<file path="src/hw/rtl/pfc_pkg.sv">
// Shared types and constants for the per-flow frame counter and steering block.
package pfc_pkg;

    // Frame header and protocol constants
    localparam logic [13:0] HEADER_BYTES   = 14'd14;
    localparam logic [15:0] ETHERTYPE_IPV4 = 16'h0800;
    localparam logic [31:0] COUNT_MAX      = 32'hFFFF_FFFF;

    // Verdict codes carried in the result word
    typedef enum logic [1:0] {
        VERDICT_ABORTED  = 2'd0,
        VERDICT_PASS     = 2'd1,
        VERDICT_REDIRECT = 2'd2
    } verdict_t;

    // Top-level sequencer states
    typedef enum logic [1:0] {
        ST_IDLE,
        ST_LOOKUP,
        ST_HOLD
    } top_state_t;

    // Table scan sequencer states
    typedef enum logic {
        LK_IDLE,
        LK_SCAN
    } lookup_state_t;

    // Outcome of one table lookup
    typedef struct packed {
        logic [31:0] count;
        logic        fresh;
        logic        full;
    } pfc_lookup_res_t;

endpackage

</file>
<file path="src/hw/rtl/pfc_lookup.sv">
// Table scan sequencer: one shared key comparator walks the filled slots in order.
module pfc_lookup #(
    parameter int TABLE_ENTRIES = 1024,
    parameter int AW            = $clog2(TABLE_ENTRIES),
    parameter int CW            = $clog2(TABLE_ENTRIES + 1)
) (
    input  logic                      clk,
    input  logic                      rst_n,
    input  logic                      start,
    input  logic [63:0]               key,
    output logic                      done,
    output pfc_pkg::pfc_lookup_res_t  res,
    output logic [AW-1:0]             rd_addr,
    input  logic [63:0]               rd_key,
    input  logic [31:0]               rd_count,
    output logic                      wr_en,
    output logic [AW-1:0]             wr_addr,
    output logic [63:0]               wr_key,
    output logic [31:0]               wr_count
);

    import pfc_pkg::*;

    localparam logic [CW-1:0] ENTRIES_C = CW'(TABLE_ENTRIES);

    lookup_state_t state_reg, state_next;
    logic [63:0]   key_reg, key_next;
    logic [CW-1:0] scan_idx_reg, scan_idx_next;
    logic          cmp_valid_reg, cmp_valid_next;
    logic [AW-1:0] cmp_idx_reg, cmp_idx_next;
    logic [CW-1:0] used_reg, used_next;

    logic          match;
    logic          issue;
    logic          miss;
    logic          room;
    logic [31:0]   inc_count;

    // Compare the entry read last cycle and decide what the scan does next
    assign match     = cmp_valid_reg && (rd_key == key_reg);
    assign issue     = scan_idx_reg < used_reg;
    assign miss      = !match && !issue;
    assign room      = used_reg < ENTRIES_C;
    assign inc_count = (rd_count == COUNT_MAX) ? rd_count : rd_count + 32'd1;
    assign rd_addr   = scan_idx_reg[AW-1:0];

    // Next state
    always_comb
    begin
        state_next = state_reg;
        unique case (state_reg)
            LK_IDLE:
            begin
                if (start)
                    state_next = LK_SCAN;
            end
            LK_SCAN:
            begin
                if (match || miss)
                    state_next = LK_IDLE;
            end
            default: state_next = LK_IDLE;
        endcase
    end

    // Scan datapath, table writes and result
    always_comb
    begin
        key_next       = key_reg;
        scan_idx_next  = scan_idx_reg;
        cmp_valid_next = 1'b0;
        cmp_idx_next   = cmp_idx_reg;
        used_next      = used_reg;
        done           = 1'b0;
        res            = '0;
        wr_en          = 1'b0;
        wr_addr        = cmp_idx_reg;
        wr_key         = key_reg;
        wr_count       = inc_count;
        unique case (state_reg)
            LK_IDLE:
            begin
                if (start)
                begin
                    key_next      = key;
                    scan_idx_next = '0;
                end
            end
            LK_SCAN:
            begin
                if (match)
                begin
                    // Bump the hit entry, saturating
                    done      = 1'b1;
                    wr_en     = 1'b1;
                    res.count = inc_count;
                end
                else if (miss)
                begin
                    // Append the new key in the next free slot, or report a full table
                    done      = 1'b1;
                    res.fresh = room;
                    res.full  = !room;
                    res.count = room ? 32'd1 : 32'd0;
                    wr_en     = room;
                    wr_addr   = used_reg[AW-1:0];
                    wr_count  = 32'd1;
                    if (room)
                        used_next = used_reg + CW'(1);
                end
                else
                begin
                    // Advance to the next filled slot
                    scan_idx_next  = scan_idx_reg + CW'(1);
                    cmp_valid_next = 1'b1;
                    cmp_idx_next   = scan_idx_reg[AW-1:0];
                end
            end
            default: ;
        endcase
    end

    // Control registers
    always_ff @(posedge clk or negedge rst_n)
    begin
        if (!rst_n)
        begin
            state_reg     <= LK_IDLE;
            cmp_valid_reg <= 1'b0;
            used_reg      <= '0;
            scan_idx_reg  <= '0;
        end
        else
        begin
            state_reg     <= state_next;
            cmp_valid_reg <= cmp_valid_next;
            used_reg      <= used_next;
            scan_idx_reg  <= scan_idx_next;
        end
    end

    // Payload registers
    always_ff @(posedge clk)
    begin
        key_reg     <= key_next;
        cmp_idx_reg <= cmp_idx_next;
    end

    // Fill count never passes the table size
    assert property (@(posedge clk) disable iff (!rst_n) used_reg <= ENTRIES_C)
        else $error("fill count beyond table size");

    // An insert grows the fill count by exactly one
    assert property (@(posedge clk) disable iff (!rst_n)
        (done && res.fresh) |=> (used_reg == $past(used_reg) + CW'(1)))
        else $error("insert did not advance fill count");

    // A counted frame never reports a zero count
    assert property (@(posedge clk) disable iff (!rst_n)
        (done && !res.full) |-> (res.count != 32'd0))
        else $error("counted frame with zero count");

    // Only a scan that ends writes the table
    assert property (@(posedge clk) disable iff (!rst_n) wr_en |-> done)
        else $error("table write outside scan end");

endmodule
</file>
<file path="config.mk">
export PLATFORM = sky130hd
export DESIGN_NAME = pfc_lookup
export DESIGN_NICKNAME = d
export VERILOG_FILES = /design/src/hw/rtl/pfc_pkg.sv /design/src/hw/rtl/pfc_lookup.sv
export SDC_FILE = /design/constraint.sdc
export NUM_CORES = 1
export LEC_CHECK = 0
export BUFFER_PORTS_ARGS = -buffer_cell sky130_fd_sc_hd__buf_2
export CAP_MARGIN = 5
export CELL_PAD_IN_SITES_DETAIL_PLACEMENT = 0
export CELL_PAD_IN_SITES_GLOBAL_PLACEMENT = 1
export CORE_UTILIZATION = 35
export DETAILED_ROUTE_END_ITERATION = 10
export HOLD_SLACK_MARGIN = 0.02
export MAX_ROUTING_LAYER = met4
export PLACE_DENSITY = 0.82
export SLEW_MARGIN = 25
export SYNTH_ARGS = -nofsm -noshare
export SYNTH_HDL_FRONTEND = slang
export SYNTH_SLANG_ARGS = --single-unit
</file>
<file path="constraint.sdc">
create_clock -name clk -period 4.06 [get_ports clk]
set_input_delay 0.609 -clock clk [delete_from_list [all_inputs] [get_ports clk]]
set_output_delay 0.609 -clock clk [all_outputs]
set_load 0.03 [all_outputs]
</file>
Yosys cells after proc, flatten, opt, wreduce, memory -nomap -nowiden
Index checks and enable logic that the tools add are counted.
{ "totals": {"wordCells": 57, "regBits": 98, "out_inout_bits": 152, "inputBits": 163} }
{ "op_classes": {"reduce_logical": 10, "order_cmp": 2, "add_sub_neg": 3, "n_mux": 28, "bitwise": 3, "n_eq_ne": 5} }
{ "op_table": {"columns": ["op", "count"], "rows": [
  ["$mux W32", 5],
  ["$eq A64 B64 Y1", 1],
  ["$mux W34", 1],
  ["$mux W11", 3],
  ["$add A32 B1 Y32 const B", 1],
  ["$eq A32 B32 Y1 const B", 1],
  ["$mux W10", 3],
  ["$add A11 B1 Y11 const B", 2],
  ["$pmux W11 S2", 1],
  ["$mux W1", 12],
  ["$lt A11 B11 Y1", 1],
  ["$lt A11 B11 Y1 const B", 1],
  ["$ne A2 B2 Y1 const B", 3],
  ["$reduce_and A3 Y1", 2],
  ["$reduce_and A4 Y1", 1],
  ["$logic_not A1 Y1", 3],
  ["$mux W3", 1],
  ["$not A1 Y1", 3],
  ["$logic_and A1 B1 Y1", 2],
  ["$mux W2", 1],
  ["$pmux W1 S2", 1],
  ["$reduce_and A2 Y1", 1],
  ["$logic_or A1 B1 Y1", 1]
]} }

Longest topological paths before layout
{ "depth": {"depth_word": 7, "ltp_mapped": 11, "mapped_depth_nobuf": 10} }

Worst setup path after synthesis
OpenSTA, ideal clock, no wires.
{ "synth_path": {"path_kind": "reg-to-output", "from": "reg key_reg[58] (netlist: wr_key[58])", "to": "out wr_count[10]", "path_buffers": 2, "stages_incl_launch_ff": 10, "path_slack_ns": 0.902, "t_arrival_ns": 2.549, "cell_sequence": "edfxtp_1 nor2b_1 a2111o_1 nor4_1 nand3_1 nor3_2 buf_4 nor2_1 buf_2 nor2_1"} }
{ "synth_via": {"elab_chain_len": 7} }
{ "synth_lines": {"columns": ["element", "line", "rtl"], "rows": [
  ["start: declaration", "pfc_lookup.sv:27", "logic [63:0] key_reg, key_next;"],
  ["start signal: assignment", "pfc_lookup.sv:145", "key_reg <= key_next;"],
  ["$eq A64 B64 Y1 *", "pfc_lookup.sv:40", "assign match = cmp_valid_reg && (rd_key == key_reg);"],
  ["$logic_and A1 B1 Y1 *", "pfc_lookup.sv:40", null],
  ["$logic_not A1 Y1", "pfc_lookup.sv:42", "assign miss = !match && !issue;"],
  ["$logic_and A1 B1 Y1", "pfc_lookup.sv:42", null],
  ["$mux W32", "pfc_lookup.sv:98", "else if (miss)"],
  ["$mux W32 *", "pfc_lookup.sv:91", "if (match)"],
  ["$mux W32 *", "pfc_lookup.sv:80", "unique case (state_reg)"],
  ["end: declaration", "pfc_lookup.sv:19", "output logic [31:0] wr_count"]
]} }
Mark *: on every way between the ends. The rest lies on a longest branch, timed or not.

Worst setup path in the final report
{ "layout_path": {"from": "reg scan_idx_reg[4]", "to": "out wr_addr[6]"} }
{ "layout_via": {"elab_chain_len": 6} }
{ "layout_lines": {"columns": ["element", "line", "rtl"], "rows": [
  ["start: declaration", "pfc_lookup.sv:28", "logic [CW-1:0] scan_idx_reg, scan_idx_next;"],
  ["start signal: assignment", "pfc_lookup.sv:138", "scan_idx_reg <= scan_idx_next;"],
  ["$lt A11 B11 Y1", "pfc_lookup.sv:41", "assign issue = scan_idx_reg < used_reg;"],
  ["$logic_not A1 Y1", "pfc_lookup.sv:42", null],
  ["$logic_and A1 B1 Y1", "pfc_lookup.sv:42", null],
  ["$mux W10", "pfc_lookup.sv:98", null],
  ["$mux W10", "pfc_lookup.sv:91", null],
  ["$mux W10", "pfc_lookup.sv:80", null],
  ["end: declaration", "pfc_lookup.sv:17", "output logic [AW-1:0] wr_addr,"]
]} }
Every way passes these cells.

==> results.toml <==
[outcome]
status = "complete, no violations"

[synthesis]
synth_top_area_share_pct = 38.9
synthSimpleGateAreaFrac_pct = 21.4
synth_adder_area_share_pct = 2.85
netlist_area_um2 = 5710
yosys.area.top_type = "edfxtp_1"
synth_xor_area_share_pct = 11.5
syn_area_per_cell_um2 = 10.2
synth-compound-area-share_pct = 7.93
synth_edf_count = 74
syn_nets = 737
async_flop_share_pct = 24.5
synthTopCellsByCount = "nor2_1 (78), edfxtp_1 (74), xnor2_1 (48)"
synth.most_common_cell = "nor2_1"
ys_seq_area_share_pct = 49.4
synth_area_leaders = "edfxtp_1 (39%), dfrtp_1 (11%), xnor2_1 (7.4%)"
synth.distinct_cells = 50
synth-seq-cells = 98
yosysWarningCount = 0
synth_top_family_by_area = "simple AND/OR/NAND/NOR gates"
synth_cells = 561
synth_mux_area_share_pct = 1.45
synthFlopType = "edfxtp_1"

[place]
port_buffers = 314
post_dp_cell_area_um2 = 7460
dpl.hpwl_um = 14300
gp_congestion = 0.828

[sta]
drv_slew = 0
rsz0062_at_grt = "no"
max_freq_mhz = 271
fin_setup_tns_ns = 0
slew_headroom_pct = 53.7
skew_ns = 0.0134
hold_viol_final = 0
fin_crit_ns = 3.69
worstMarginPinSlew_ns = 0.692
fin_crit_sh_pct = 91.0
finalSetupViolCount = 0

[layout]
drive_gt1_share_pct = 40.0
largest_reg_flops = 64
area_growth_pct = 35.7
nFillCells = 1569
diodes = 0
nets = 1046
stdcell_area_um2 = 7750

[clocking]
post-cts-setup-buffers = 0
cts_tree = "yes"
clkSinkCount = 98
clk-insertion-delay-late_ns = 0.35
cts_resized = 0
hold_buffers = 0
clock_path_buffers = 2
cts-root-buf = "clkbuf_16"
htreeDepth = 3
clk_pin_slew_ns = 0.07
cts_made_buffers = 9

[drt]
drt_iter0_markers = 190
via_count = 5188
wl_um = 17400
dr.pass1.iters = 4
drc = 0
ant_nets = 0
wire_per_inst_um = 16.0
viasPerCell = 4.76

[setup_path]
critical-path-max-stage-delay_ns = 0.45
r2r_end = "used_reg[1]"
path_class = "reg2out"
required_ns = 3.45
arrival_ns = 3.08
cp-end-kind = "output pin"
r2r-start = "scan_idx_reg[4]"
cp-start-kind = "register"
slowest_stage = "dfrtp_1"
worstRegToRegCells = 9
cp_cell_sequence = "ha_1 -> a21o_1 -> a21o_1 -> a221oi_2 -> o21a_1 -> nand2b_1 -> buf_4 -> or2_2 -> buf_4 -> o21ai_1 -> buf_2"
crit_fanout = 20
reg2reg_slack_ns = 1.20

[grt]
grt_usage_pct = 20.9
grt_max_degree = 39
grt_pass1_vias = 5005
grt_pass1_wl_um = 25500
grt-ovfl-total = 0
antenna_found_initial = 0

[pwr]
worst_ir_drop_vdd_v = 0.000292
cellPowerDensity_nw_per_um2 = 362
p_leak_nw = 3.51

[die]
io_pins = 315
core_um2 = 15900
row_count = 46
initial_core_util_pct = 36.0
die_h_um = 130
dieArea_um2 = 16800
die_x_um = 130

[flow_run]
maxCapViolations = 0

[worst_hold_path]
hold_path_class = "in2async"
## critical path, delay by kind of cell, from the launching register on
kind                     cells  cell delay (ns)
AO/OA/AOI/OAI                5             0.91
buffers and inverters        3             0.67
flip-flops                   1             0.45
AND/OR/NAND/NOR              2             0.36
adder cells (fa/ha/maj)      1             0.34
## worst max path at each step
stage | slack, ns | startpoint | end | depth (start not counted)
finish | 0.37 | scan_idx_reg[4] | wr_addr[6] | 11
global route | 0.18 | scan_idx_reg[4] | wr_addr[6] | 11
CTS | 0.34 | scan_idx_reg[4] | wr_addr[6] | 11
detailed placement | 0.59 | rd_key[35] | res[2] | 10
global placement | 0.64 | rd_key[35] | res[2] | 10
floorplan | 0.90 | wr_key[58] | wr_count[10] | 9
## power by group
group	internal [mW]	switching (mW)	leakage (nW)	total [mW]
combinational	0.271	0.442	2.36	0.713
clock	0.474	0.374	0.149	0.848
sequential	1.18	0.0696	1.00	1.25
total	1.92	0.886	3.51	2.81
## stage by stage
stage | hold WS, ns | utilization, % | cells | setup slack, ns | power, mW
after global placement | 0.525 | 46.9 | 1075 | 0.636 | 1.98
after global routing | 0.290 | 48.8 | 1091 | 0.180 | 2.94
after CTS | 0.263 | 48.8 | 1091 | 0.342 | 2.84
after floorplan | 0.313 | - | 561 | 0.902 | 1.74
after detailed placement | 0.531 | 46.9 | 1075 | 0.586 | 1.99
final | 0.258 | 48.8 | 1091 | 0.367 | 2.81
## placed cells by master, fill, tap and decap left out, types with 4 or more instances in the layout
cell type / instances
ha_1: 13
nor2b_1: 22
nand2_1: 33
o21ai_1: 20
buf_2: 314
nand3_1: 21
and3_1: 8
edfxtp_1: 74
inv_1: 34
clkbuf_16: 10
nor3_1: 9
nor4_1: 15
a2111o_1: 6
nand2b_1: 12
and4_1: 4
o22ai_1: 5
or2_2: 5
xnor2_1: 48
buf_4: 9
nand4_1: 25
mux2i_1: 6
nor2_1: 77
o21ai_0: 4
a21o_1: 4
xor2_1: 27
dfrtp_1: 24
## area by class of cell
| type | instances | area [um^2] | area share [%] |
|---|---|---|---|
| sequential | 98 | 2820 | 36.4 |
| multi-input combinational | 401 | 2580 | 33.3 |
| timing repair buffer | 323 | 1640 | 21.1 |
| tap | 216 | 270 | 3.49 |
| clock buffer | 12 | 268 | 3.45 |
| inverter | 37 | 139 | 1.79 |
| clock inverter | 4 | 28.8 | 0.371 |
## metal layers
layer	global-route usage [%]	vias to the layer above	share of wire [%]
li1	-	2604	-
met1	22.9	2360	40
met2	37.3	200	51
met3	4.55	24	6.6
met4	7.46	0	2.4
met5	-	-	0
## cell families (layout without fill, tap and decap cells)
logic type	Yosys count	after routing
adders and majority gates	13	13
buffers and inverters	62	376
muxes	8	8
xor gates and xnor gates	75	75
and+or+nand+nor	242	242
DFF	98	98
AOI/OAI and AO/OA	63	63
Note: power is estimated with default switching activity, not from simulation.
